File: src/pidfd_pkg.sv
`timescale 1ns / 1ps
`default_nettype none

package pidfd_pkg;

  localparam int DataW = 32;   // Q16.16 word
  localparam int PoleW = 18;   // filter pole, Q2.16 in [-2, 2)
  localparam int IdxW  = 3;    // config register index
  localparam int FracW = 16;   // fraction bits
  localparam int WideW = 66;   // widest exact intermediate (33x32 product plus carries)

  // config register map
  localparam logic [IdxW-1:0] RegKp      = 3'd0;
  localparam logic [IdxW-1:0] RegKiStep  = 3'd1;
  localparam logic [IdxW-1:0] RegKdStep  = 3'd2;
  localparam logic [IdxW-1:0] RegPole    = 3'd3;
  localparam logic [IdxW-1:0] RegDrvMin  = 3'd4;
  localparam logic [IdxW-1:0] RegDrvMax  = 3'd5;
  localparam logic [IdxW-1:0] RegIntMin  = 3'd6;
  localparam logic [IdxW-1:0] RegIntMax  = 3'd7;

  typedef logic signed [DataW-1:0] q_t;
  typedef logic signed [PoleW-1:0] pole_t;

  localparam q_t QMax = 32'sh7FFF_FFFF;
  localparam q_t QMin = 32'sh8000_0000;

  typedef struct packed {
    q_t    kp;
    q_t    ki_step;
    q_t    kd_step;
    pole_t pole;
    q_t    drive_min;
    q_t    drive_max;
    q_t    integ_min;
    q_t    integ_max;
  } cfg_t;

  // error stage -> term stage
  typedef struct packed {
    q_t err;
    q_t meas;
  } front_t;

  // term stage -> output stage
  typedef struct packed {
    q_t prop;
    q_t integ;
    q_t deriv;
  } terms_t;

  // saturate to the 32-bit range
  function automatic q_t sat32(input logic signed [WideW-1:0] x);
    q_t r;
    if (x > WideW'(QMax)) begin
      r = QMax;
    end else if (x < WideW'(QMin)) begin
      r = QMin;
    end else begin
      r = x[DataW-1:0];
    end
    return r;
  endfunction

  // clamp to [lo, hi]; the upper test wins when the limits are inverted
  function automatic q_t clamp(input logic signed [WideW-1:0] x, input q_t lo, input q_t hi);
    q_t r;
    if (x > WideW'(hi)) begin
      r = hi;
    end else if (x < WideW'(lo)) begin
      r = lo;
    end else begin
      r = x[DataW-1:0];
    end
    return r;
  endfunction

endpackage

`default_nettype wire

File: src/pidfd_mix.sv
`timescale 1ns / 1ps
`default_nettype none

// Output stage: sum of terms, 32-bit saturation, drive clamp.
module pidfd_mix (
  input  wire logic              clk,
  input  wire logic              rst_n,
  input  wire logic              i_vld,
  output logic                   i_rdy,
  input  wire pidfd_pkg::terms_t i_data,
  input  wire pidfd_pkg::cfg_t   cfg,
  output logic                   o_vld,
  input  wire logic              o_rdy,
  output pidfd_pkg::q_t          o_drive
);

  logic                               vld_r;
  pidfd_pkg::q_t                      drive_r, drive_nxt;
  logic signed [pidfd_pkg::WideW-1:0] sum;

  assign i_rdy = !vld_r || o_rdy;

  always_comb begin
    sum       = pidfd_pkg::WideW'(i_data.prop) + pidfd_pkg::WideW'(i_data.integ)
              + pidfd_pkg::WideW'(i_data.deriv);
    drive_nxt = pidfd_pkg::clamp(pidfd_pkg::WideW'(pidfd_pkg::sat32(sum)),
                                 cfg.drive_min, cfg.drive_max);
  end

  always_ff @(posedge clk) begin
    if (!rst_n) begin
      vld_r <= 1'b0;
    end else if (i_rdy) begin
      vld_r <= i_vld;
    end
  end

  always_ff @(posedge clk) begin
    if (i_vld && i_rdy) begin
      drive_r <= drive_nxt;
    end
  end

  assign o_vld   = vld_r;
  assign o_drive = drive_r;

endmodule

`default_nettype wire

File: config.mk
export PLATFORM = sky130hd
export DESIGN_NAME = pidfd_mix
export DESIGN_NICKNAME = d
export VERILOG_FILES = /design/src/pidfd_pkg.sv /design/src/pidfd_mix.sv
export SDC_FILE = /design/constraint.sdc
export NUM_CORES = 1
export LEC_CHECK = 0
export BUFFER_PORTS_ARGS = -buffer_cell sky130_fd_sc_hd__buf_2
export CAP_MARGIN = 20
export CORE_AREA = 5 5 144 146
export CTS_CLUSTER_DIAMETER = 120
export DETAILED_ROUTE_END_ITERATION = 10
export DIE_AREA = 0 0 149 151
export HOLD_SLACK_MARGIN = 0.03
export PLACE_DENSITY = 0.71
export SYNTH_ARGS = -nofsm -noshare
export SYNTH_HDL_FRONTEND = slang
export SYNTH_SLANG_ARGS = --single-unit
File: constraint.sdc
create_clock -name clk -period 8.4 [get_ports clk]
set_input_delay 1.26 -clock clk [delete_from_list [all_inputs] [get_ports clk]]
set_output_delay 1.26 -clock clk [all_outputs]
set_load 0.03 [all_outputs]
==> reports/metrics.cfg <==
[cells_and_area]
areaGrowthSynthToFinish_pct=25.74
multi_input_area_mm2=0.005064
fill_cells=2000
layout.nets=1506
layout-drive-gt1-share=0.2498
register_area_um2=980.9

[logic_synthesis]
synth-seq-area-share=0.1507
synth_area_leaders=ha_1 18%, edfxtp_1 15%, fa_1 10%
synth_edf_count=32
synth_cells=822
synth-main-ff-cell=edfxtp_1
ys_types=60
synth_top_area_frac=0.1826
syn_nets=1292
synth_area_mm2=0.006510
yosys_warnings=0
async_reset_ff_frac=0
synth_seq_cells=33
syn_area_per_cell_um2=7.920
synth_area_leader_cell=ha_1

[sta]
fin_hold_ws_ps=548.1
finalSetupViolations=0
slew_headroom=0.5209
tns_ps=0
period_needed_ps=7806
maxSlewViolCount=0
rsz0062_at_grt=no
max_freq_ghz=0.1281
hold_viol_final=0
tightest_slew_ps=716.0
skew_ps=7.210
fin_crit_sh=0.9293

[setup_path]
critPathMostFrequentCell=a21o_1
crit_fanout=9
end_kind=register
required_ps=8370
setup.worst_path.class=input port to register
max_stage_delay_ps=530
slowest_stage=or4_1
critical_path_buf_inv_count=6
crit_start=i_data[1]
startpoint_type=input port
arrival_ps=7780
rr_startpoint=o_vld
path_delay_family=compound AO/OA/AOI/OAI gates

[clock_tree]
cts_setup_buffers=0
clock-sinks=33
h-tree-depth=2
insertion_delay_ps=290
cts_tree=done
clkTransAtPathRegs_ps=50
postCtsResizedCells=0
holdBufCountCts=0
root_buffer=clkbuf_16
cts_buffers=5
clk_path_buf_depth=2

[die]
num_rows=51
die_width_um=149
io_pins=376
die_area_mm2=0.02250
die_y_um=151
start_util=0.3378
design.core.area_mm2=0.01927

[job]
max-cap-violations=0

[route]
avgViaCountPerCell=5.268
ant_nets=0
via_count=6880
routed_wl_mm=21.47
dr.pass1.iters=5
drc_errors=0
first_iter_violations=437
routedWlPerCell_um=16.44

[grt]
grt_pass1_wl_mm=33.62
grt_pass1_vias=6695
overflow=0
grt_max_degree=37
track_usage=0.1859
antenna_found_initial=3

[placement]
port_buffers=197
place.gp.congestion=0.9016
hpwl_mm=18.68

[hold_path]
min-delay-start=o_vld
hp-class=register to register

[status]
status=complete, no violations

[power_and_ir_drop]
leakage_nw=4.096
p_per_area_mw_per_mm2=345.2
ir_drop_uv=162.5

final cells by class:
class / instances / area share
Multi-Input combinational cell: 671 / 0.6186
Sequential cell: 33 / 0.1198
Inverter: 90 / 0.04127
Timing Repair Buffer: 235 / 0.1553
Tap cell: 265 / 0.04051
Antenna cell: 4 / 0.001223
Clock inverter: 3 / 0.007949
Clock buffer: 5 / 0.01529
per-stage QoR:
step	power (mW)	setup slack (ps)	std cells	utilization	cell area, um^2
5_1_grt	3.079	251.1	1304	0.4245	8180
6_report	2.826	593.9	1306	0.4248	8185
3_5_place_dp	2.564	372.3	1294	0.4144	7985
3_3_place_gp	2.522	186.7	1293	0.4140	7978
2_1_floorplan	1.867	1013	822	-	6510
4_1_cts	2.814	649.2	1302	0.4242	8175
path summary, 6_finish.rpt:
| path | slack (ps) | end | cells past startpoint |
|---|---|---|---|
| worst max register to register | 7140 | o_drive[16] | 3 |
| worst max-delay path | 590 | o_drive[16] | 30 |
| worst min register to register | 550 | o_vld | 2 |
| worst min-delay path | 550 | o_vld | 2 |
synthesized netlist by cell type (all sizes together), types with 4 or more instances:
| cell type | instances |
|---|---|
| a21boi | 5 |
| a21o | 20 |
| a21oi | 71 |
| a221oi | 4 |
| and2 | 5 |
| buf | 11 |
| clkbuf | 17 |
| edfxtp | 32 |
| fa | 33 |
| ha | 95 |
| inv | 90 |
| mux2i | 32 |
| nand2 | 119 |
| nand2b | 10 |
| nand3 | 10 |
| nand4 | 17 |
| nor2 | 52 |
| nor2b | 5 |
| nor3 | 10 |
| o211ai | 12 |
| o21a | 4 |
| o21ai | 65 |
| o221ai | 26 |
| o31ai | 4 |
| or3 | 6 |
| xnor2 | 18 |
| xor2 | 7 |
kinds of logic after synthesis:
logic type,synth area share
AND/OR/NAND/NOR,0.1664
AO/OA/AOI/OAI,0.2393
adder cells (fa/ha/maj),0.2841
buffers and inverters,0.07207
multiplexers,0.05266
flip-flops,0.1507
XOR/XNOR,0.03479
power by group:
| group | internal [mW] | switching (mW) |
|---|---|---|
| Combinational | 0.886 | 1.38 |
| Clock | 0.169 | 0.0689 |
| Sequential | 0.304 | 0.0185 |
| Total | 1.36 | 1.47 |
flip-flops by register name (all words and copies together), names as in the netlist:
register	count
o_vld	1
o_drive	32
worst register-to-register path, delay by kind of cell, from the launching register on:
family	cells	cell delay [ps]
simple gates	2	230
flops	1	300
buf+inv	1	370
routing by layer:
metal  wire length, um  global-route usage  vias to the layer above
met5                13                   0                        -
met4               348             0.04439                        2
met3              1594             0.02753                       28
met2              9125              0.2878                      293
met1             10380              0.2731                     3163
li1                  -                   -                     3394
cells in the final DEF, fill, tap and decap left out, types with 32 or more instances in the layout:
master and instances:
buf_2 197, nand2_1 119, inv_1 90, buf_4 38, a21oi_1 67, ha_1 95, fa_1 33, edfxtp_1 32
mux2i_1 32, o21ai_0 61, nor2_1 52
Power figures use the tool's default switching activity.
