[src/pidfd_pkg.sv]
`timescale 1ns / 1ps
`default_nettype none

package pidfd_pkg;

  localparam int DataW = 32;   // Q16.16 word
  localparam int PoleW = 18;   // filter pole, Q2.16 in [-2, 2)
  localparam int IdxW  = 3;    // config register index
  localparam int FracW = 16;   // fraction bits
  localparam int WideW = 66;   // widest exact intermediate (33x32 product plus carries)

  // config register map
  localparam logic [IdxW-1:0] RegKp      = 3'd0;
  localparam logic [IdxW-1:0] RegKiStep  = 3'd1;
  localparam logic [IdxW-1:0] RegKdStep  = 3'd2;
  localparam logic [IdxW-1:0] RegPole    = 3'd3;
  localparam logic [IdxW-1:0] RegDrvMin  = 3'd4;
  localparam logic [IdxW-1:0] RegDrvMax  = 3'd5;
  localparam logic [IdxW-1:0] RegIntMin  = 3'd6;
  localparam logic [IdxW-1:0] RegIntMax  = 3'd7;

  typedef logic signed [DataW-1:0] q_t;
  typedef logic signed [PoleW-1:0] pole_t;

  localparam q_t QMax = 32'sh7FFF_FFFF;
  localparam q_t QMin = 32'sh8000_0000;

  typedef struct packed {
    q_t    kp;
    q_t    ki_step;
    q_t    kd_step;
    pole_t pole;
    q_t    drive_min;
    q_t    drive_max;
    q_t    integ_min;
    q_t    integ_max;
  } cfg_t;

  // error stage -> term stage
  typedef struct packed {
    q_t err;
    q_t meas;
  } front_t;

  // term stage -> output stage
  typedef struct packed {
    q_t prop;
    q_t integ;
    q_t deriv;
  } terms_t;

  // saturate to the 32-bit range
  function automatic q_t sat32(input logic signed [WideW-1:0] x);
    q_t r;
    if (x > WideW'(QMax)) begin
      r = QMax;
    end else if (x < WideW'(QMin)) begin
      r = QMin;
    end else begin
      r = x[DataW-1:0];
    end
    return r;
  endfunction

  // clamp to [lo, hi]; the upper test wins when the limits are inverted
  function automatic q_t clamp(input logic signed [WideW-1:0] x, input q_t lo, input q_t hi);
    q_t r;
    if (x > WideW'(hi)) begin
      r = hi;
    end else if (x < WideW'(lo)) begin
      r = lo;
    end else begin
      r = x[DataW-1:0];
    end
    return r;
  endfunction

endpackage

`default_nettype wire

[src/pidfd_front.sv]
`timescale 1ns / 1ps
`default_nettype none

// Error stage: saturated target - measurement, registered with the measurement.
module pidfd_front (
  input  wire logic              clk,
  input  wire logic              rst_n,
  input  wire logic              i_vld,
  output logic                   i_rdy,
  input  wire pidfd_pkg::q_t     i_target,
  input  wire pidfd_pkg::q_t     i_meas,
  output logic                   o_vld,
  input  wire logic              o_rdy,
  output pidfd_pkg::front_t      o_data
);

  logic                         vld_r;
  pidfd_pkg::front_t            data_r;
  pidfd_pkg::front_t            data_nxt;
  logic signed [pidfd_pkg::DataW:0] diff;

  assign i_rdy = !vld_r || o_rdy;

  always_comb begin
    diff          = (pidfd_pkg::DataW + 1)'(i_target) - (pidfd_pkg::DataW + 1)'(i_meas);
    data_nxt.err  = pidfd_pkg::sat32(pidfd_pkg::WideW'(diff));
    data_nxt.meas = i_meas;
  end

  always_ff @(posedge clk) begin
    if (!rst_n) begin
      vld_r <= 1'b0;
    end else if (i_rdy) begin
      vld_r <= i_vld;
    end
  end

  always_ff @(posedge clk) begin
    if (i_vld && i_rdy) begin
      data_r <= data_nxt;
    end
  end

  assign o_vld  = vld_r;
  assign o_data = data_r;

endmodule

`default_nettype wire

[config.mk]
export PLATFORM = sky130hd
export DESIGN_NAME = pidfd_front
export DESIGN_NICKNAME = d
export VERILOG_FILES = /design/src/pidfd_pkg.sv /design/src/pidfd_front.sv
export SDC_FILE = /design/constraint.sdc
export NUM_CORES = 1
export LEC_CHECK = 0
export BUFFER_PORTS_ARGS = -buffer_cell sky130_fd_sc_hd__buf_2
export CAP_MARGIN = 20
export CORE_MARGIN = 3
export CORE_UTILIZATION = 44
export DETAILED_ROUTE_END_ITERATION = 16
export PLACE_DENSITY_LB_ADDON = 0.08
export RECOVER_POWER = 25
export SKIP_LAST_GASP = 1
export SYNTH_ARGS = -nofsm -noshare
export SYNTH_HDL_FRONTEND = slang
export SYNTH_SLANG_ARGS = --single-unit
[constraint.sdc]
create_clock -name clk -period 9.9 [get_ports clk]
set_input_delay 2.475 -clock clk [delete_from_list [all_inputs] [get_ports clk]]
set_output_delay 2.475 -clock clk [all_outputs]
set_load 0.05 [all_outputs]
==> results.py, run 1 <==
metrics = {
    "detailed_routing": {
        "dr_wl_met2_mm": 4.64,
        "wl_per_cell_um": 14.7,
        "drt.antenna.violating_nets": 0,
        "drtIter0Drc": 139,
        "wl_met1_mm": 4.42,
        "top_layer_used": "met4",
        "dr.pass1.iters": 4,
        "drcViolationCount": 0,
        "num_vias": 3378,
        "met3_length_um": 601,
        "vias_per_cell": 5.10,
        "wl_mm": 9.77,
    },
    "global_routing": {
        "antenna_found_initial": 0,
        "grt_pass1_vias": 3420,
        "grt_overflow": 0,
        "track_usage": 0.182,
        "grt_max_degree": 65,
        "grt_first_pass_wirelength_mm": 16.1,
    },
    "floorplanning": {
        "die-area_mm2": 0.0109,
        "core_mm2": 0.00933,
        "die-height_um": 104,
        "die_w_um": 104,
        "boundaryPins": 134,
        "initial_core_util": 0.455,
        "rows": 35,
    },
    "logic_synthesis": {
        "synth-async-reset-ratio": 0,
        "syn_area_mm2": 0.00425,
        "yosys_warnings": 0,
        "synth_edf_count": 64,
        "ys_seq_area_frac": 0.457,
        "syn_area_per_cell_um2": 10.6,
        "syn_nets": 502,
        "ys_ff_latch": 65,
        "synthDistinctLibCells": 55,
        "synthCells": 401,
        "synthFlopType": "edfxtp_1",
    },
    "place": {
        "port_buffers": 133,
        "place_congestion": 0.927,
        "dp_hpwl_mm": 7.35,
    },
    "clock_network": {
        "post_cts_resized": 0,
        "clock_latency_ns": 0.34,
        "cts-hold-fix-buffers": 0,
        "clock-sinks": 65,
        "cts_max_level": 3,
        "cts_setup_buffers": 0,
        "cts-root-buf": "clkbuf_8",
        "numCtsBuffers": 9,
        "cts_tree": "yes",
        "clockBufferDepth": 2,
        "path_clk_slew_ns": 0.07,
    },
    "finish": {
        "post-route-util": 0.545,
        "multiInputGateArea_mm2": 0.00202,
        "mostFrequentLayoutCell": "buf_2",
        "final_nets": 630,
        "regArea_mm2": 0.00194,
        "synthToLayoutAreaGrowth_pct": 19.7,
        "fill_cells": 881,
        "final_cell_mix": "buf_2, edfxtp_1, inv_1",
        "n_antenna_cell": 0,
        "layout-drive-gt1-share": 0.255,
    },
    "worst_setup_path": {
        "cp.required_ns": 7.43,
        "start_kind": "primary input",
        "worstSetupEndpointType": "output port",
        "worstPathMaxFanout": 3,
        "crit_type": "primary input to output port",
        "crit_arrival_ns": 2.94,
    },
    "timing": {
        "setup_viol": 0,
        "period_minus_slack_ns": 5.42,
        "tns_ns": 0,
        "max_freq_mhz": 185,
        "fin_crit_sh": 0.547,
        "maxSlewHeadroom": 0.431,
        "report.final.slew_viol_count": 0,
        "fin_skew_ns": 0.00757,
        "hold_viol_final": 0,
        "rsz0062_at_grt": "false",
        "worst_pin_slew_ns": 0.853,
    },
    "status": {
        "status": "finished clean",
    },
    "power": {
        "power.density_mw_per_mm2": 168,
        "p_leak_nw": 2.33,
        "peakVddDrop_uv": 74.3,
        "total_power_uw": 853,
    },
    "hold_path": {
        "hp-class": "register to register",
    },
    "flow_run": {
        "maxCapViolCount": 0,
    },
}
[cells by family after synthesis]
logic type | after synthesis | synth area share
adders and majority gates | 33 | 0.0990
buffers and inverters | 61 | 0.0684
AOI/OAI and AO/OA | 139 | 0.226
xor gates and xnor gates | 26 | 0.0536
and+or+nand+nor | 76 | 0.0925
DFF | 65 | 0.457
muxes | 1 | 0.00353
[per-layer routing]
metal | up-vias | GRT usage
li1 | 1716 | -
met1 | 1552 | 0.236
met2 | 101 | 0.302
met3 | 9 | 0.0403
met4 | 0 | 0.0598
met5 | - | 0
[power by group]
group          switching (mW)  internal (mW)  leakage, nW
registers             0.00663          0.342        0.617
clock network           0.103         0.0891       0.0754
logic                   0.213          0.100         1.64
[critical path: stages]
cell      delay (ns)
buf_2           0.09
nand2b_1        0.15
buf_2           0.22
[per-stage QoR]
step / hold slack (ns) / instance area, µm² / setup WS, ns / std cells
2_1_floorplan: 1.15 / 4250 / 4.52 / 401
3_3_place_gp: 0.511 / 4960 / 4.49 / 647
3_5_place_dp: 0.544 / 4960 / 4.33 / 647
4_1_cts: 0.556 / 5110 / 4.48 / 663
5_1_grt: 0.620 / 5080 / 4.42 / 663
6_report: 0.554 / 5080 / 4.48 / 663
[layout make-up]
cell class | count | share of cell area
multi-input cells | 275 | 0.397
clock inverters | 4 | 0.00394
inverters | 44 | 0.0325
repair buffers | 134 | 0.126
well taps | 129 | 0.0318
flip-flops and latches | 65 | 0.382
clock buffers | 12 | 0.0266
[flip-flops by register name, summed over array words and instances (netlist names)]
register and flops:
o_vld 1, o_data 64
[synthesized netlist by cell type (3+ instances only)]
cell type / number / area [µm²]
edfxtp_1: 64 / 1920
inv_1: 44 / 165
a21o_1: 43 / 323
a21oi_1: 36 / 180
ha_1: 32 / 400
nand2_1: 23 / 86.3
xnor2_1: 17 / 149
nor2_1: 16 / 60.1
o21ai_0: 13 / 65.1
nand3_1: 9 / 45.0
xor2_1: 9 / 78.8
buf_2: 7 / 35.0
nand2b_1: 7 / 43.8
buf_6: 6 / 67.6
a211oi_1: 5 / 37.5
o211ai_1: 4 / 30.0
o21a_1: 4 / 30.0
o21bai_1: 4 / 30.0
a21boi_0: 3 / 22.5
a31oi_1: 3 / 18.8
nand4_1: 3 / 18.8
nor3_1: 3 / 15.0
o21ai_1: 3 / 15.0
o31ai_1: 3 / 22.5
[path summary, 6_finish.rpt]
check,start,slack (ns),cells past startpoint,end
setup reg to reg,o_vld,8.34,2,o_data[44]
hold reg to reg,o_vld,0.55,2,o_vld
hold / removal,o_vld,0.55,2,o_vld
setup / recovery,o_rdy,4.48,3,i_rdy
Power figures use the tool's default switching activity.
==> inputs of run 2 (changes only) <==
--- a/config.mk
+++ b/config.mk
@@ -5,6 +5,7 @@
 export SDC_FILE = /design/constraint.sdc
 export NUM_CORES = 1
 export LEC_CHECK = 0
+export ABC_AREA = 1
 export BUFFER_PORTS_ARGS = -buffer_cell sky130_fd_sc_hd__buf_2
 export CAP_MARGIN = 20
 export CORE_MARGIN = 3
==> constraint.sdc (replaced) <==
create_clock -name clk -period 5.3 [get_ports clk]
set_input_delay 1.325 -clock clk [delete_from_list [all_inputs] [get_ports clk]]
set_output_delay 1.325 -clock clk [all_outputs]
set_load 0.05 [all_outputs]
==> run 2 against run 1 <==
  * The run now ends with capacitance limit, slew limit left
  * Non-clock buffer count is the same
  * Sequential power grew 89%
  * Clock power grew 120%
  * Clock skew grew 0.0053 ns
  * Via count grew 23%
  * Critical endpoint is now o_data[56]
  * Largest power group is now combinational cells
  * Highest routed layer unchanged
==> results.py, run 2 <==
metrics = {
    "logic_synthesis": {
        "syn_area_per_cell_um2": 7.59,
        "synth-async-reset-ratio": 0,
        "synthFlopType": "edfxtp_1",
        "yosys_warnings": 0,
        "ys_ff_latch": 65,
        "synthCells": 631,
        "synth.top_cell.area_share": 0.401,
        "yosys-top-cells-area": "edfxtp_1, nand2_1, inv_1, ha_1, nand2_2",
        "synthDistinctLibCells": 31,
        "synth_edf_count": 64,
        "syn_area_mm2": 0.00479,
        "synthTopCellsByCount": "nand2_1, inv_1, edfxtp_1",
        "syn_nets": 732,
        "ys_seq_area_frac": 0.406,
        "synth_area_leader_cell": "edfxtp_1",
        "synth_most_common_cell": "nand2_1",
    },
    "floorplanning": {
        "boundaryPins": 134,
        "die-area_mm2": 0.0122,
        "core_mm2": 0.0105,
        "initial_core_util": 0.458,
        "die-height_um": 110,
        "rows": 37,
        "die_w_um": 110,
    },
    "global_routing": {
        "track_usage": 0.202,
        "antenna_found_initial": 0,
        "grt_max_degree": 44,
        "grt_overflow": 0,
        "grt_first_pass_wirelength_mm": 18.7,
        "grt_pass1_vias": 3863,
    },
    "clock_network": {
        "numCtsBuffers": 9,
        "cts-hold-fix-buffers": 0,
        "cts_setup_buffers": 0,
        "post_cts_resized": 0,
        "clock_latency_ns": 0.36,
        "clock-sinks": 65,
        "path_clk_slew_ns": 0.07,
        "cts_max_level": 3,
        "clockBufferDepth": 2,
        "cts-root-buf": "clkbuf_8",
        "cts_tree": "yes",
    },
    "worst_setup_path": {
        "worstPathMaxFanout": 43,
        "cp.required_ns": 5.29,
        "start_kind": "primary input",
        "crit_type": "primary input to register",
        "crit_arrival_ns": 3.84,
        "worstSetupEndpointType": "register",
    },
    "finish": {
        "n_antenna_cell": 0,
        "final_cell_mix": "nand2_1, buf_2, inv_1",
        "synthToLayoutAreaGrowth_pct": 19.6,
        "regArea_mm2": 0.00194,
        "largest_reg_flops": 64,
        "mostFrequentLayoutCell": "nand2_1",
        "final_nets": 871,
        "layout-drive-gt1-share": 0.252,
        "fill_cells": 1083,
        "multiInputGateArea_mm2": 0.00230,
    },
    "power": {
        "p_leak_nw": 3.15,
        "total_power_mw": 1.75,
        "power.density_mw_per_mm2": 305,
        "peakVddDrop_uv": 148,
    },
    "timing": {
        "tns_ns": 0,
        "setup_viol": 0,
        "fin_skew_ns": 0.0128,
        "rsz0062_at_grt": "false",
        "report.final.slew_viol_count": 23,
        "worst_pin_slew_ns": 2.28,
        "fin_crit_sh": 0.726,
        "period_minus_slack_ns": 3.85,
        "hold_viol_final": 0,
        "max_freq_mhz": 260,
        "layout_setup_ws_ns": 1.45,
        "maxSlewHeadroom": -0.519,
    },
    "detailed_routing": {
        "drcViolationCount": 0,
        "num_vias": 4171,
        "drtIter0Drc": 205,
        "top_layer_used": "met4",
        "met3_length_um": 723,
        "wl_mm": 12.0,
        "dr.pass1.iters": 4,
        "drt.antenna.violating_nets": 0,
        "wl_per_cell_um": 13.2,
        "wl_met1_mm": 5.99,
        "dr_wl_met2_mm": 5.13,
        "vias_per_cell": 4.58,
    },
    "status": {
        "status": "finished, violations left",
        "violations": "capacitance limit, slew limit",
    },
    "place": {
        "port_buffers": 133,
        "place_ws_ns": 1.44,
        "dp_hpwl_mm": 9.97,
        "place_congestion": 0.837,
    },
    "hold_path": {
        "hp-class": "register to register",
    },
    "flow_run": {
        "maxCapViolCount": 1,
    },
}
==> run 2: critical path, stage by stage <==
cell and delay (ns):
buf_2 0.07, inv_1 0.04, a21oi_1 1.67, buf_4 0.70
==> run 2: layout make-up <==
cell class | count | area share
clock inverters | 5 | 0.00984
inverters | 124 | 0.0813
well taps | 136 | 0.0297
flip-flops and latches | 65 | 0.339
multi-input cells | 436 | 0.402
repair buffers | 134 | 0.115
clock buffers | 11 | 0.0230
==> run 2: cell families (layout without fill, tap and decap cells) <==
kind of cell | after synthesis | in the layout | share of synthesized area
adder cells (fa/ha/maj) | 33 | 33 | 0.0878
buffers and inverters | 130 | 274 | 0.114
AND/OR/NAND/NOR | 343 | 343 | 0.309
AO/OA/AOI/OAI | 45 | 45 | 0.0559
flip-flops | 65 | 65 | 0.406
XOR/XNOR | 15 | 15 | 0.0274
==> run 2: final timing paths <==
path	cells after the start	end	from	slack [ns]
worst max register to register	2	o_data[56]	o_vld	2.19
worst min-delay path	2	o_vld	o_vld	0.54
worst min register to register	2	o_vld	o_vld	0.54
worst max-delay path	4	o_data[56]	o_rdy	1.45
==> run 2: stage by stage <==
stage,instances,instance area [µm²],util,hold slack (ns)
final,911,5720,0.547,0.542
after global routing,911,5720,0.547,0.582
after CTS,911,5750,0.550,0.581
after detailed placement,895,5560,0.532,0.570
after global placement,895,5560,0.532,0.520
after floorplan,631,4790,-,1.11
==> run 2: layer usage <==
metal,vias to the layer above,global-route usage
met5,-,0
met4,0,0.0704
met3,16,0.0338
met2,119,0.306
met1,1802,0.293
li1,2234,-
==> run 2: power by group <==
group | switching (mW) | total (mW) | internal, mW | leakage, nW
clock network | 0.210 | 0.427 | 0.217 | 0.0933
registers | 0.0137 | 0.656 | 0.643 | 0.622
logic | 0.483 | 0.664 | 0.182 | 2.44
==> inputs of run 3 (changes only) <==
==> constraint.sdc (replaced) <==
create_clock -name clk -period 3.7 [get_ports clk]
set_input_delay 0.925 -clock clk [delete_from_list [all_inputs] [get_ports clk]]
set_output_delay 0.925 -clock clk [all_outputs]
set_load 0.05 [all_outputs]
==> run 3 against run 2 <==
  * The run now ends clean
  * First-iteration DRC count fell by 0.98%
  * Total power increased by 45%
  * Core utilization is essentially flat
  * Sequential share of layout area about the same
  * Global-route usage decreased by 0.29 points
  * Non-clock buffer count unchanged
  * Largest cell class unchanged
==> results.py, run 3 (synthesis results as in run 2) <==
metrics = {
    "clock_network": {
        "path_clk_slew_ns": 0.06,
        "clock_latency_ns": 0.35,
        "cts_max_level": 3,
        "numCtsBuffers": 9,
        "cts-hold-fix-buffers": 0,
        "cts_tree": "yes",
        "clock-sinks": 65,
        "post_cts_resized": 0,
        "cts_setup_buffers": 0,
        "cts-root-buf": "clkbuf_8",
        "clockBufferDepth": 2,
    },
    "worst_setup_path": {
        "reg2reg_depth": 2,
        "crit_top_cell": "nand2_1",
        "cpPeakStageDelay_ns": 0.57,
        "start_kind": "primary input",
        "crit_family": "simple AND/OR/NAND/NOR gates",
        "critical_path_depth": 15,
        "worstPathMaxFanout": 31,
        "crit_type": "primary input to register",
        "cp.required_ns": 3.88,
        "crit_chain": "buf_2 -> inv_1 -> ha_1 -> fa_1 -> inv_1 -> nand2_1 -> nand2_1 -> nand3_1 -> nand2_2 -> nand2_1 -> nand2_2 -> nand2_2 -> nand3_2 -> nand4_2 -> nand2_1",
        "crit_arrival_ns": 3.21,
        "worstSetupEndpointType": "register",
        "cp_slowest_cell": "nand4_2",
        "crit_buf_inv": 3,
    },
    "finish": {
        "synthToLayoutAreaGrowth_pct": 19.6,
        "mostFrequentLayoutCell": "nand2_1",
        "n_antenna_cell": 0,
        "post-route-util": 0.547,
        "multiInputGateArea_mm2": 0.00231,
        "layout-drive-gt1-share": 0.230,
        "final_nets": 871,
        "layoutNonFillerInstCount": 910,
        "fill_cells": 1065,
        "largest_reg_flops": 64,
        "regArea_mm2": 0.00194,
        "final_cell_mix": "nand2_1, inv_1, buf_2",
    },
    "power": {
        "p_leak_nw": 3.12,
        "power.density_mw_per_mm2": 443,
        "peakVddDrop_uv": 205,
    },
    "timing": {
        "fin_skew_ns": 0.0142,
        "report.final.slew_viol_count": 0,
        "maxSlewHeadroom": 0.446,
        "period_minus_slack_ns": 3.04,
        "fin_worst_hold_slack_ns": 0.568,
        "hold_viol_final": 0,
        "max_freq_mhz": 329,
        "tns_ns": 0,
        "setup_viol": 0,
        "rsz0062_at_grt": "false",
        "worst_pin_slew_ns": 0.831,
        "fin_crit_sh": 0.821,
    },
    "detailed_routing": {
        "drcViolationCount": 0,
        "wl_mm": 11.7,
        "vias_per_cell": 4.53,
        "wl_per_cell_um": 12.9,
        "dr.pass1.iters": 4,
        "drt.antenna.violating_nets": 0,
        "num_vias": 4125,
        "drtIter0Drc": 203,
    },
    "place": {
        "port_buffers": 133,
        "placed_cells": 895,
        "dp_hpwl_mm": 9.62,
        "place_congestion": 0.808,
    },
    "global_routing": {
        "grt_pass1_vias": 3827,
        "grt_overflow": 0,
        "track_usage": 0.200,
        "antenna_found_initial": 0,
        "grt_max_degree": 65,
        "grt_first_pass_wirelength_mm": 18.4,
    },
    "floorplanning": {
        "die-area_mm2": 0.0122,
        "die-height_um": 110,
        "boundaryPins": 134,
        "rows": 37,
        "core_mm2": 0.0105,
        "die_w_um": 110,
        "initial_core_util": 0.458,
    },
    "hold_path": {
        "min_path_cells": 2,
        "hp-class": "register to register",
    },
    "flow_run": {
        "maxCapViolCount": 0,
    },
    "status": {
        "status": "finished clean",
    },
}
[run 3: worst paths after layout]
path | slack (ns) | end | from
worst max-delay path | 0.66 | o_data[53] | i_target[0]
worst min-delay path | 0.57 | o_vld | o_vld
worst max register to register | 2.14 | o_data[23] | o_vld
worst min register to register | 0.57 | o_vld | o_vld
[run 3: through the flow]
stage | setup slack (ns) | power [mW] | area [µm²]
after global placement | 0.368 | 1.90 | 5560
after CTS | 0.631 | 2.57 | 5760
final | 0.663 | 2.54 | 5730
after detailed placement | 0.271 | 1.91 | 5560
after global routing | 0.378 | 2.71 | 5730
after floorplan | 0.425 | 1.70 | 4790
[run 3: area by class of cell]
class	count	area share
Clock buffer	11	0.0229
Clock inverter	4	0.0120
Inverter	124	0.0813
Multi-Input combinational cell	436	0.404
Sequential cell	65	0.339
Tap cell	136	0.0297
Timing Repair Buffer	134	0.111
[run 3: where the power goes]
group	internal [mW]	leakage [nW]	total, mW	switching, mW
logic	0.254	2.40	0.941	0.687
clock network	0.373	0.101	0.656	0.283
registers	0.920	0.622	0.940	0.0193
total	1.55	3.12	2.54	0.989
[run 3: per-layer routing]
layer	wire, µm	share of wire	GRT usage	vias up
li1	-	-	-	2230
met1	5890	0.50	0.287	1764
met2	5000	0.43	0.307	121
met3	721	0.061	0.0344	10
met4	132	0.011	0.0616	0
met5	0	0	0	-
[run 3: worst reg2reg max path: cells and delay by family (launching register included)]
family                 cells  cell delay (ns)
AOI/OAI and AO/OA          1             0.14
buffers and inverters      1             0.65
DFF                        1             0.35
