[config.mk]
export PLATFORM = sky130hd
export DESIGN_NAME = pidfd_cfg
export DESIGN_NICKNAME = d
export VERILOG_FILES = /design/src/pidfd_pkg.sv /design/src/pidfd_cfg.sv
export SDC_FILE = /design/constraint.sdc
export NUM_CORES = 1
export LEC_CHECK = 0
export BUFFER_PORTS_ARGS = -buffer_cell sky130_fd_sc_hd__buf_2
export CAP_MARGIN = 15
export CORE_UTILIZATION = 46
export DETAILED_ROUTE_END_ITERATION = 8
export PLACE_DENSITY_LB_ADDON = 0.25
export SLEW_MARGIN = 20
export SYNTH_ARGS = -nofsm -noshare
export SYNTH_HDL_FRONTEND = slang
export SYNTH_SLANG_ARGS = --single-unit
[constraint.sdc]
create_clock -name clk -period 1.3 [get_ports clk]
set_input_delay 0.325 -clock clk [delete_from_list [all_inputs] [get_ports clk]]
set_output_delay 0.325 -clock clk [all_outputs]
set_load 0.01 [all_outputs]
[src/pidfd_pkg.sv]
`timescale 1ns / 1ps
`default_nettype none

package pidfd_pkg;

  localparam int DataW = 32;   // Q16.16 word
  localparam int PoleW = 18;   // filter pole, Q2.16 in [-2, 2)
  localparam int IdxW  = 3;    // config register index
  localparam int FracW = 16;   // fraction bits
  localparam int WideW = 66;   // widest exact intermediate (33x32 product plus carries)

  // config register map
  localparam logic [IdxW-1:0] RegKp      = 3'd0;
  localparam logic [IdxW-1:0] RegKiStep  = 3'd1;
  localparam logic [IdxW-1:0] RegKdStep  = 3'd2;
  localparam logic [IdxW-1:0] RegPole    = 3'd3;
  localparam logic [IdxW-1:0] RegDrvMin  = 3'd4;
  localparam logic [IdxW-1:0] RegDrvMax  = 3'd5;
  localparam logic [IdxW-1:0] RegIntMin  = 3'd6;
  localparam logic [IdxW-1:0] RegIntMax  = 3'd7;

  typedef logic signed [DataW-1:0] q_t;
  typedef logic signed [PoleW-1:0] pole_t;

  localparam q_t QMax = 32'sh7FFF_FFFF;
  localparam q_t QMin = 32'sh8000_0000;

  typedef struct packed {
    q_t    kp;
    q_t    ki_step;
    q_t    kd_step;
    pole_t pole;
    q_t    drive_min;
    q_t    drive_max;
    q_t    integ_min;
    q_t    integ_max;
  } cfg_t;

  // error stage -> term stage
  typedef struct packed {
    q_t err;
    q_t meas;
  } front_t;

  // term stage -> output stage
  typedef struct packed {
    q_t prop;
    q_t integ;
    q_t deriv;
  } terms_t;

  // saturate to the 32-bit range
  function automatic q_t sat32(input logic signed [WideW-1:0] x);
    q_t r;
    if (x > WideW'(QMax)) begin
      r = QMax;
    end else if (x < WideW'(QMin)) begin
      r = QMin;
    end else begin
      r = x[DataW-1:0];
    end
    return r;
  endfunction

  // clamp to [lo, hi]; the upper test wins when the limits are inverted
  function automatic q_t clamp(input logic signed [WideW-1:0] x, input q_t lo, input q_t hi);
    q_t r;
    if (x > WideW'(hi)) begin
      r = hi;
    end else if (x < WideW'(lo)) begin
      r = lo;
    end else begin
      r = x[DataW-1:0];
    end
    return r;
  endfunction

endpackage

`default_nettype wire

[src/pidfd_cfg.sv]
`timescale 1ns / 1ps
`default_nettype none

module pidfd_cfg (
  input  wire logic                          clk,
  input  wire logic                          rst_n,
  input  wire logic                          cfg_we,
  input  wire logic [pidfd_pkg::IdxW-1:0]    cfg_index,
  input  wire logic [pidfd_pkg::DataW-1:0]   cfg_wdata,
  output pidfd_pkg::cfg_t                    cfg
);

  pidfd_pkg::cfg_t cfg_r;
  pidfd_pkg::cfg_t cfg_nxt;

  always_comb begin
    cfg_nxt = cfg_r;
    if (cfg_we) begin
      case (cfg_index)
        pidfd_pkg::RegKp:     cfg_nxt.kp        = cfg_wdata;
        pidfd_pkg::RegKiStep: cfg_nxt.ki_step   = cfg_wdata;
        pidfd_pkg::RegKdStep: cfg_nxt.kd_step   = cfg_wdata;
        pidfd_pkg::RegPole:   cfg_nxt.pole      = cfg_wdata[pidfd_pkg::PoleW-1:0];
        pidfd_pkg::RegDrvMin: cfg_nxt.drive_min = cfg_wdata;
        pidfd_pkg::RegDrvMax: cfg_nxt.drive_max = cfg_wdata;
        pidfd_pkg::RegIntMin: cfg_nxt.integ_min = cfg_wdata;
        pidfd_pkg::RegIntMax: cfg_nxt.integ_max = cfg_wdata;
        default: ;
      endcase
    end
  end

  always_ff @(posedge clk) begin
    if (!rst_n) begin
      cfg_r.kp        <= '0;
      cfg_r.ki_step   <= '0;
      cfg_r.kd_step   <= '0;
      cfg_r.pole      <= '0;
      cfg_r.drive_min <= pidfd_pkg::QMin;
      cfg_r.drive_max <= pidfd_pkg::QMax;
      cfg_r.integ_min <= pidfd_pkg::QMin;
      cfg_r.integ_max <= pidfd_pkg::QMax;
    end else begin
      cfg_r <= cfg_nxt;
    end
  end

  assign cfg = cfg_r;

endmodule

`default_nettype wire

==> reports/summary.md, run 1 <==
Global routing used 22.9% of the available tracks across all layers. The largest clock skew in the final design was 0 ps; the longest individual stage delay on the worst path was 350 ps. The number of cells on the worst reg-to-reg path is 3. The net count of the finished layout is 1210. Data on the critical path is required at its endpoint by 980 ps. The worst hold path terminates at cfg[1]. The capturing element type of the critical path is a primary output.

The run finished with clean final reports. The worst-case IR drop observed on VDD is 0.000917 V. After synthesis the netlist holds a flip-flop and latch count of 242.

For the finished layout, the period the worst path requires is 1290 ps. Of all cell types, the one taking the most synthesized area is sky130_fd_sc_hd__dfxtp_1. After routing the design area is 13600 um2.

Counting distinct cell types in the post-synthesis netlist gives 15. The measured slew at the worst slew-check pin was 297 ps; the tightest slew margin relative to the limit was 80.2%. A synthesized cell averages 10.6 um2. The remaining global-route overflow is 0, and the count of flip-flops with a built-in enable after synthesis is 0. The cell area after synthesis was 9120 um2; the maximum frequency from static timing analysis was 774 MHz.

The endpoint of the most critical register-to-register path is cfg[64]. Registers take 5140 um2. The post-place instance area is 11100 um2, and the number of buffer and inverter instances along the worst setup path is 1. Timing analysis after detailed placement gives a worst setup slack of -201 ps. Along the worst path, the maximum fanout reaches 2. Setup slack closes at 7.29 ps. From bottom edge to top edge, the die measures 143 um. The final layout contains routed wiring with a total length of 25.0 mm.

By count the netlist is led by sky130_fd_sc_hd__dfxtp_1, sky130_fd_sc_hd__mux2i_1, sky130_fd_sc_hd__nand2_1. The ratio of routed vias to standard cells works out to 4.91. The type of element launching the critical path is a flop. For flop-to-flop paths, the worst setup slack is 560 ps. Setup violations remaining at the end of the flow were counted as 0. The number of routed nets with antenna violations was 0; the number of antenna violations at the first check in global routing was 2.

Power spread over the standard cell area amounts to 1170 nW/um2. In this design, the largest share of critical-path delay is due to flip-flops. The congestion estimate from routability-driven global placement came to 0.782.

The signal on the critical path passes through buf_6. The register with the most flip-flops in the layout has 242 of them. The buffer type at the clock tree root is sky130_fd_sc_hd__clkbuf_16. The tools report the length of the first detailed-routing pass in iterations as 4. The final hold violation count is 0. The multi-input gate area in the final layout is 3950 um2. The count of synthesis-stage warnings from yosys is 0. For the sequential cell area fraction in the yosys report, the log shows 53.1%.

The floorplan step defined a die boundary enclosing 20400 um2. The min-delay analysis places its worst path in the category in2reg. The static leakage power came out at 6.36 nW. Data on the critical path arrives at its endpoint at 970 ps. Of the available clock period, the critical path in the final layout requires 99.4%. After filler insertion, the fill cell instance count of the layout stands at 1392.

The clock sink count was 242. The insertion delay to the later sink of the worst-skew pair was 510 ps; the total I/O pin count was 280. For this run, design rule violations remaining after detail routing come to 0. By area the synthesized netlist is led by sky130_fd_sc_hd__dfxtp_1, sky130_fd_sc_hd__mux2i_1, sky130_fd_sc_hd__nand2_1, sky130_fd_sc_hd__nor2b_1, sky130_fd_sc_hd__buf_2.

In this run the biggest area consumer among cell types represents 53.1% of the synthesized area. Dividing the detail-routed wire length by the instance count gives 17.2 um. Clock-pin slew on the worst setup and hold paths: 60 ps. The cell with the largest stage delay on the worst path was sky130_fd_sc_hd__dfxtp_2.

In the final layout, the share of cells above drive strength 1 is 52.6%. The setup path with the least slack is of type reg2out. The first global-routing pass estimated 36.5 mm of wire. The routed layout has 7156 vias.

For the number of DRC markers in iteration 0, the log shows 198. The worst register-to-register path begins at cfg[64]. The tools report the start point of the worst min-delay path as cfg_wdata[1]. For this configuration, the core starts out at a cell density of 46.9%. The via count of the first global-routing pass is 6634, and the die outline width is 143 um.

TritonCTS created 25 clock buffers. Buffer depth of the longest clock path: 3. The most instantiated flip-flop cell in the synthesis netlist was sky130_fd_sc_hd__dfxtp_1. The total area inside the core boundary comes to 19500 um2.

When the netlist entered floorplanning its net count stood at 901. The logs give 1 for the H-tree level count and 863 for the post-synthesis cell count. The number of cell rows is 51.

Max-cap violations in this run came to 0. Setup repair after global routing could not meet its margin everywhere. The tools report the final-report max-slew violation count as 0. Along the worst hold path, the cell count comes to 3. The proportion of synthesized flip-flops having asynchronous set or reset was 0%; the largest net degree at the start of global routing was 45. The number of buffers inserted for hold repair after clock tree synthesis is 0, and the layout-stage area growth over the synthesis result is 48.8%. TritonCTS built the clock tree. The count of buffers added on input and output ports is 279. Detailed placement finished with a half-perimeter wire length of 16.4 mm.
layer usage:
metal	part of all wire [%]	global-route usage [%]	vias up
met5	0	0	-
met4	1.9	5.94	0
met3	7.6	6.51	44
met2	48	38.2	215
met1	42	28.9	3447
li1	-	-	3450
cells in the final DEF, fill, tap and decap left out, types with 2 or more instances in the layout:
master	n
sky130_fd_sc_hd__mux2i_1	242
sky130_fd_sc_hd__dfxtp_2	237
sky130_fd_sc_hd__nand2_1	210
sky130_fd_sc_hd__buf_6	195
sky130_fd_sc_hd__nor2b_1	96
sky130_fd_sc_hd__buf_2	83
sky130_fd_sc_hd__buf_4	50
sky130_fd_sc_hd__clkbuf_16	25
sky130_fd_sc_hd__buf_12	18
sky130_fd_sc_hd__clkbuf_8	9
sky130_fd_sc_hd__clkbuf_1	8
sky130_fd_sc_hd__dfxtp_1	5
sky130_fd_sc_hd__clkinv_2	3
sky130_fd_sc_hd__diode_2	2
sky130_fd_sc_hd__nand4bb_4	2
sky130_fd_sc_hd__nand4b_1	2
report_power, final:
group	switching, mW	internal, mW	leakage [nW]	total [mW]
registers	0.116	7.61	2.02	7.73
clock network	2.83	3.99	0.387	6.82
logic	0.670	0.663	3.95	1.33
total	3.62	12.3	6.36	15.9
stage by stage:
step                hold WS (ps)  setup TNS [ps]  util (%)  std cells  power [mW]
floorplan                    479            -886         -        863        8.47
global placement             439          -13200      56.9       1385        8.97
detailed placement           444          -18140      56.9       1385        8.98
CTS                         84.2           -12.1      65.3       1429        15.9
global route                 104            -635      69.7       1456        16.4
finish                       103               0      69.7       1456        15.9
area by class of cell:
| cell class | instances | area share (%) |
|---|---|---|
| Clock inverter | 3 | 0.111 |
| Antenna cell | 2 | 0.0369 |
| Timing Repair Buffer | 347 | 24.8 |
| Clock buffer | 41 | 5.64 |
| Multi-Input combinational cell | 556 | 29.1 |
| Sequential cell | 242 | 37.9 |
| Tap cell | 265 | 2.44 |
kinds of logic (layout without fill, tap and decap cells):
family	Yosys count	after routing	synth area share (%)
other cells	0	2	0
mux	242	242	26.6
simple gates	314	314	16.2
flops	242	242	53.1
buf+inv	65	391	4.09
worst max path at each step:
stage            startpoint        to  cells after the start
6_report            cfg[64]   cfg[64]                      1
2_1_floorplan  cfg_index[1]  cfg[210]                      4
4_1_cts             cfg[64]   cfg[64]                      1
5_1_grt            cfg[167]  cfg[167]                      1
3_3_place_gp   cfg_index[2]  cfg[187]                      4
3_5_place_dp   cfg_index[2]  cfg[178]                      4
worst min-delay path, delay by kind of cell:
kind,cells,cell delay [ps]
muxes,1,100
and+or+nand+nor,1,50
buffers and inverters,1,90
timing repair:
item / CTS / global route
endpoints found under the hold margin: 0 / 0
setup endpoints to repair: 188 / 209
pin swaps: 0 / 0
gates resized for setup: 291 / 159
cloned: 0 / 0
buffers inserted: 0 / 25
(Power assumes the default switching activity.)
==> run 2: changes to the inputs <==
--- a/config.mk
+++ b/config.mk
@@ -5,6 +5,7 @@
 export SDC_FILE = /design/constraint.sdc
 export NUM_CORES = 1
 export LEC_CHECK = 0
+export ABC_AREA = 1
 export BUFFER_PORTS_ARGS = -buffer_cell sky130_fd_sc_hd__buf_2
 export CAP_MARGIN = 15
 export CORE_UTILIZATION = 46
==> reports/summary.md, run 2 <==
By area the synthesized netlist is led by sky130_fd_sc_hd__dfxtp_1, sky130_fd_sc_hd__nor2_1, sky130_fd_sc_hd__nand3_1, sky130_fd_sc_hd__nand2_1, sky130_fd_sc_hd__buf_2. The tools report the post-detailed-route DRC marker count as 0 (unchanged). The worst-path maximum fanout is 2 (unchanged). The y dimension of the die is 144 um (+0.98%), and the synthesized netlist net count is 1331 (+48%). The clock sink count is 242 (unchanged). The number of port buffers was 279 (unchanged). The endpoint required time on the critical path is 980 ps (about the same).

The die outline width works out to 144 um (+0.98%). The fraction of synthesized cell area taken by the top area cell type is 52.1% (-1.0 points). The proportion of synthesized flip-flops having asynchronous set or reset was 0% (unchanged).

The logs give 0 (unchanged) for the final-report max-slew violation count and 1603 (+32%) for the post-layout net count. The setup slack on the worst flop-to-flop path is 540 ps (-20 ps), and the final hold violation count is 0 (unchanged). For the count of synthesis-stage warnings from yosys, the log shows 0 (unchanged). The number of distinct library cells after synthesis is 16 (+1), and the tightest slew margin relative to the limit is 60.1% (-20 points). The logs give 31.8 mm (+27%) for the total routed wirelength and 25 (unchanged) for the number of buffers created by CTS. The post-route cell area is 13800 um2 (+2.1%), and the worst setup slack after layout is -8.04 ps (-15.3 ps). The run finished, with violations left.

Total I/O pin count: 280 (unchanged). The number of max-capacitance violations reported is 0 (unchanged). Static leakage power: 6.34 nW (-0.24%). The total power was 17.2 mW (+8.1%). Via count of the first global-routing pass: 8392 (+26%).

The remaining global-route overflow was 0 (unchanged). The critical path in this run is classified as reg2out. The flip-flop count of the largest register, all copies and words added is 242 (unchanged), and the longest individual stage delay on the worst path is 360 ps (about the same). The final weighted congestion of routability-driven global placement was 0.811 (+3.7%). Among all cell types in the netlist, the one instantiated most often is sky130_fd_sc_hd__nor2_1.

The number of cells on the critical path came out at 1 (unchanged). Traced cell by cell, the critical path runs through buf_6. The logs give 0.000877 V (-4.3%) for the worst-case vdd ir drop and 19.6 mm (+20%) for the final HPWL from detailed placement.

The synthesized area per cell was 7.19 um2 (-32%). The cell taking the most area after synthesis was sky130_fd_sc_hd__dfxtp_1. The start point of the critical path was cfg[139].

The number of DRC markers in iteration 0 is 694 (+250%), and the ratio of total power to cell area is 1240 nW/um2 (+5.9%). The number of cell rows came out at 51 (unchanged). The top cell types in the final layout, fill and taps aside, are sky130_fd_sc_hd__nor2_1, sky130_fd_sc_hd__nand2_1, sky130_fd_sc_hd__dfxtp_2. The buffer depth of the longest clock path was 3 (unchanged).

The tools report the cell area after synthesis as 9300 um2 (+2.0%). The maximum frequency from static timing analysis came out at 765 MHz (-1.2%). The measured slew at the worst slew-check pin was 599 ps (+302 ps); the worst slack after detailed placement was -139 ps (+62.0 ps).

The ratio of routed vias to standard cells was 5.11 (+4.0%). Setup repair after global routing could not meet its margin everywhere. The number of buffer and inverter instances along the worst setup path came out at 1 (unchanged). The checks that failed: setup timing. The mean routed wirelength per cell came out at 17.2 um (+0.33%). Final antenna diode count: 0 (-2).

The tree is rooted in a sky130_fd_sc_hd__clkbuf_16. Flip-flop and latch count after synthesis: 242 (unchanged). The full die area is 20800 um2 (+2.0%).

The logs give 0 ps (unchanged) for the largest clock skew in the final design and 5 (+1) for the length of the first detailed-routing pass in iterations. The post-synthesis cell count is 1293 (+50%), and the all-layer global routing usage is 28.2% (+5.4 points). The insertion delay to the later sink of the worst-skew pair was 510 ps (about the same). In this run the critical register-to-register path is captured at cfg[154].

The core footprint is 19700 um2 (+0.98%), and the count of cells along the worst register-to-register path is 2 (-1). The final count of negative-setup-slack endpoints came out at 7 (+7). The library cell used most frequently in the layout, excluding fill and tap cells, is sky130_fd_sc_hd__nor2_1. In this run the critical register-to-register path is launched from cfg[154]. Final critical-path share of the clock period: 101% (+1.2 points).

The kind of path behind the tightest hold check is in2reg. The tools report the non-filler instance count after layout as 1846 (+27%). For the largest net degree at the start of global routing, the log shows 61 (+36%).

The share of layout cells above drive strength 1 was 40.1% (-12 points). The logs give 1794 (+30%) for the number of instances in the placed design and 0 (unchanged) for the number of routed nets with antenna violations. The initial standard-cell utilization of the core was 47.3% (+0.47 points); the first-pass GRT wire length was 45.5 mm (+25%).

The clock-pin slew on the worst setup and hold paths was 60 ps (about the same). TritonCTS built the clock tree. The tools report the capturing element type of the critical path as a primary output. The data arrival at the endpoint of the critical path is 980 ps (about the same), and the post-place instance area is 11200 um2 (+0.86%). Top cell family by delay on the critical path: flip-flops.

In the synthesized netlist, the cells that appear most often are sky130_fd_sc_hd__nor2_1, sky130_fd_sc_hd__nand2_1, sky130_fd_sc_hd__dfxtp_1. The number of fill cells was 1541 (+11%). In this run the worst setup path terminates at cfg[139].

For the vias after detailed routing, the log shows 9438 (+32%). Layout-stage area growth over the synthesis result: 48.9% (about the same). The worst setup path is launched from a flop. The H-tree level count came out at 1 (unchanged). The count of flip-flops with a built-in enable after synthesis works out to 0 (unchanged).

The cell with the largest stage delay on the worst path was sky130_fd_sc_hd__dfxtp_2. Sequential cell area fraction in the yosys report: 52.1% (-1.0 points). The most instantiated flip-flop cell in the synthesis netlist was sky130_fd_sc_hd__dfxtp_1. The tools report the number of antenna violations at the first check in global routing as 0 (-2). The minimum period implied by the final worst setup slack works out to 1310 ps (+15.3 ps).
## run 2: worst min-delay path by stage
stage                  startpoint        to  slack, ps  depth (start not counted)
global placement          cfg[76]   cfg[76]        430                          2
floorplan           cfg_wdata[10]   cfg[10]        450                          2
finish              cfg_wdata[31]  cfg[127]         50                          3
CTS                 cfg_wdata[31]  cfg[127]         50                          3
detailed placement        cfg[72]   cfg[72]        440                          2
global route        cfg_wdata[13]   cfg[13]         50                          3
## run 2: power breakdown
part | total [mW] | switching (mW) | internal (mW)
combinational | 2.09 | 1.17 | 0.917
sequential | 7.94 | 0.205 | 7.73
clock | 7.15 | 2.90 | 4.25
## run 2: layout make-up
class	instances	area, um2	area share (%)
Inverter	39	146	1.06
Clock inverter	8	92.6	0.669
Multi-Input combinational cell	923	3850	27.8
Tap cell	265	332	2.39
Sequential cell	242	5150	37.2
Clock buffer	35	723	5.22
Timing Repair Buffer	334	3550	25.7
## run 2: cells by family (layout without fill, tap and decap cells)
kind of cell | Yosys count | count (layout) | synth area share [%]
and+or+nand+nor | 921 | 921 | 41.1
DFF | 242 | 242 | 52.1
buffers and inverters | 128 | 416 | 6.69
AOI/OAI and AO/OA | 2 | 2 | 0.108
## run 2: through the flow
| stage | hold slack, ps | util, % | setup TNS [ps] |
|---|---|---|---|
| 3_5_place_dp | 437 | 56.9 | -14030 |
| 2_1_floorplan | 451 | - | 0 |
| 6_report | 50.5 | 70.5 | -20.2 |
| 5_1_grt | 52.6 | 70.5 | -1440 |
| 3_3_place_gp | 434 | 56.9 | -9150 |
| 4_1_cts | 45.1 | 65.8 | -34.8 |
## run 2: metal layers
layer	vias to the layer above	part of all wire, %	global-route usage (%)
met3	74	8.5	5.96
met1	4363	38	35.3
met4	0	3.5	10.7
met2	415	50	47.6
met5	-	0	0
li1	4586	-	-
## run 2: repair_timing
action | in CTS | in global routing
gates resized for setup | 326 | 173
setup buffers | 1 | 8
endpoints found under the setup margin | 200 | 219
gates cloned | 0 | 0
hold buffers | 0 | 0
==> run 3: changes to the inputs <==
--- a/config.mk
+++ b/config.mk
@@ -10,6 +10,7 @@
 export CAP_MARGIN = 15
 export CORE_UTILIZATION = 46
 export DETAILED_ROUTE_END_ITERATION = 8
+export GPL_TIMING_DRIVEN = 0
 export PLACE_DENSITY_LB_ADDON = 0.25
 export SLEW_MARGIN = 20
 export SYNTH_ARGS = -nofsm -noshare
==> reports/summary.md, run 3 (synthesis gave the netlist of run 2 again) <==
Final weighted congestion of routability-driven global placement: 0.845 (+4.2%). Traced cell by cell, the critical path runs through buf_6. The static leakage power came out at 6.40 nW (+0.96%). The clock-pin slew on the worst setup and hold paths was 60 ps (about the same); the non-filler instance count after layout was 1895 (+2.7%). For the largest clock skew in the final design, the log shows 0 ps (unchanged). TritonCTS built the clock tree. The logs give 13800 um2 (-0.53%) for the post-route cell area and 990 ps (about the same) for the data arrival at the endpoint of the critical path.

The share of layout cells above drive strength 1 was 40.4% (+0.33 points). The tools report the worst-case vdd ir drop as 0.000941 V (+7.2%). The number of antenna violations at the first check in global routing is 0 (unchanged). The post-place instance area came out at 11000 um2 (-1.4%). The clock sink count is 242 (unchanged), and the mean routed wirelength per cell is 17.8 um (+3.2%). The logs give 31.2% (+3.0 points) for the all-layer global routing usage and 1836 (+2.3%) for the number of instances in the placed design. For the length of the first detailed-routing pass in iterations, the log shows 6 (+1). In this design, the largest share of critical-path delay is due to flip-flops. The y dimension of the die works out to 144 um (unchanged).

The run gives -106 ps (-86.1 ps) as the aggregate negative setup slack. The tools report the total power as 17.3 mW (+0.86%). Full die area: 20800 um2 (unchanged). Post-detailed-route DRC marker count: 0 (unchanged).

The number of port buffers works out to 278 (-0.36%). For the final hold violation count, the log shows 0 (unchanged). The longest individual stage delay on the worst path is 360 ps (about the same). The remaining global-route overflow was 0 (unchanged); the number of fill cells was 1560 (+1.2%).

The worst-path maximum fanout is 2 (unchanged). Relative to the synthesized area, the layout overhead comes to 48.1%. The number of buffers created by CTS is 26 (+4.0%), and the final critical-path share of the clock period is 101% (+0.73 points). The number of buffers inserted for hold repair after clock tree synthesis is 0 (unchanged), and the vias after detailed routing is 9858 (+4.5%). The final-report max-slew violation count is 0 (unchanged), and the worst slack after detailed placement is -438 ps (-299 ps). The number of max-capacitance violations reported is 0 (unchanged), and the core footprint is 19700 um2 (unchanged). The final antenna diode count is 0 (unchanged). The endpoint required time on the critical path came out at 980 ps (about the same). Clock tree synthesis selected as its root buffer the cell sky130_fd_sc_hd__clkbuf_16. The flip-flop count of the largest register, all copies and words added was 242 (unchanged); the initial standard-cell utilization of the core was 47.3% (unchanged). The logs give 759 MHz (-0.72%) for the maximum frequency from static timing analysis and 510 ps (about the same) for the insertion delay to the later sink of the worst-skew pair. The tools report the final HPWL from detailed placement as 22.2 mm (+13%).

The type of element launching the critical path is a flop. The die outline width is 144 um (unchanged). The via count of the first global-routing pass is 9193 (+9.5%), and the ratio of routed vias to standard cells is 5.20 (+1.7%).

The path class of the tightest hold or removal check is in2reg. The largest individual stage delay along the critical path comes from the cell sky130_fd_sc_hd__dfxtp_4. The tools report the largest net degree at the start of global routing as 14 (-77%).

The most common cell after layout, fill and taps aside is sky130_fd_sc_hd__nor2_1. The run finished, with violations left. The ratio of total power to cell area works out to 1260 nW/um2 (+1.4%). The library cells used most frequently in the layout, excluding fill and tap cells, are sky130_fd_sc_hd__nor2_1, sky130_fd_sc_hd__nand2_1, sky130_fd_sc_hd__buf_6. The number of buffer and inverter instances along the worst setup path was 1 (unchanged). Setup repair after global routing could not meet its margin everywhere. The checks that failed: setup timing.

The total routed wirelength came out at 33.7 mm (+5.9%). The tools report the number of cell rows as 51 (unchanged). The minimum period implied by the final worst setup slack works out to 1320 ps (+9.55 ps). The run gives -17.6 ps (-9.55 ps) as the worst setup slack after layout.

The first-pass GRT wire length was 49.5 mm (+9.0%); the number of routed nets with antenna violations was 0 (unchanged). The tools report the capturing element type of the critical path as a primary output. The measured slew at the worst slew-check pin was 615 ps (+15.8 ps); the H-tree level count was 1 (unchanged). The kind of critical path was reg2out. The tightest slew margin relative to the limit is 59.0% (-1.1 points). The logs give 58.9 ps (+8.45 ps) for the worst hold slack and 648 (-6.6%) for the number of DRC markers in iteration 0. The total I/O pin count was 280 (unchanged). The share of the core filled with cells is 70.1% (-0.38 points), and the final count of negative-setup-slack endpoints is 16 (+9). The post-layout net count was 1648 (+2.8%).

The tools report the buffer depth of the longest clock path as 3 (unchanged).
## run 3: cell count changes in the layout (fill, tap and decap cells not counted), sizes merged
cell,delta
buf,+28
clkbuf,+16
clkinv,+5
clkinvlp,+1
bufinv,-1
## run 3: path summary, 6_finish.rpt
path / start / end / slack (ps) / depth (start not counted)
hold reg to reg: cfg[78] / cfg[78] / 460 / 2
setup / recovery: cfg[191] / cfg[191] / -20 / 1
setup reg to reg: cfg[175] / cfg[175] / 560 / 3
hold / removal: cfg_wdata[15] / cfg[79] / 60 / 3
## run 3: where the power goes
| group | internal [mW] | switching (mW) | total [mW] |
|---|---|---|---|
| Clock | 4.27 | 3.06 | 7.32 |
| Combinational | 0.860 | 1.19 | 2.05 |
| Sequential | 7.73 | 0.211 | 7.94 |
## run 3: timing repair
| action | 4_1_cts | 5_1_grt |
|---|---|---|
| endpoints found under the setup margin | 236 | 239 |
| setup buffers | 1 | 10 |
| resized for setup | 443 | 58 |
## run 3: per-layer routing
metal | up-vias | share of wire (%) | track usage (%)
li1 | 4691 | - | -
met1 | 4642 | 38 | 37.7
met2 | 426 | 50 | 53.9
met3 | 99 | 8.1 | 6.89
met4 | 0 | 4.2 | 12.0
met5 | - | 0 | 0
## run 3: cell type report
type / instances / area [um2] / share of cell area (%)
sequential: 242 / 5150 / 37.4
multi-input combinational: 923 / 3830 / 27.8
timing repair buffer: 289 / 2990 / 21.7
clock buffer: 35 / 756 / 5.49
buffer: 89 / 475 / 3.45
tap: 265 / 332 / 2.41
inverter: 39 / 146 / 1.06
clock inverter: 13 / 95.1 / 0.690
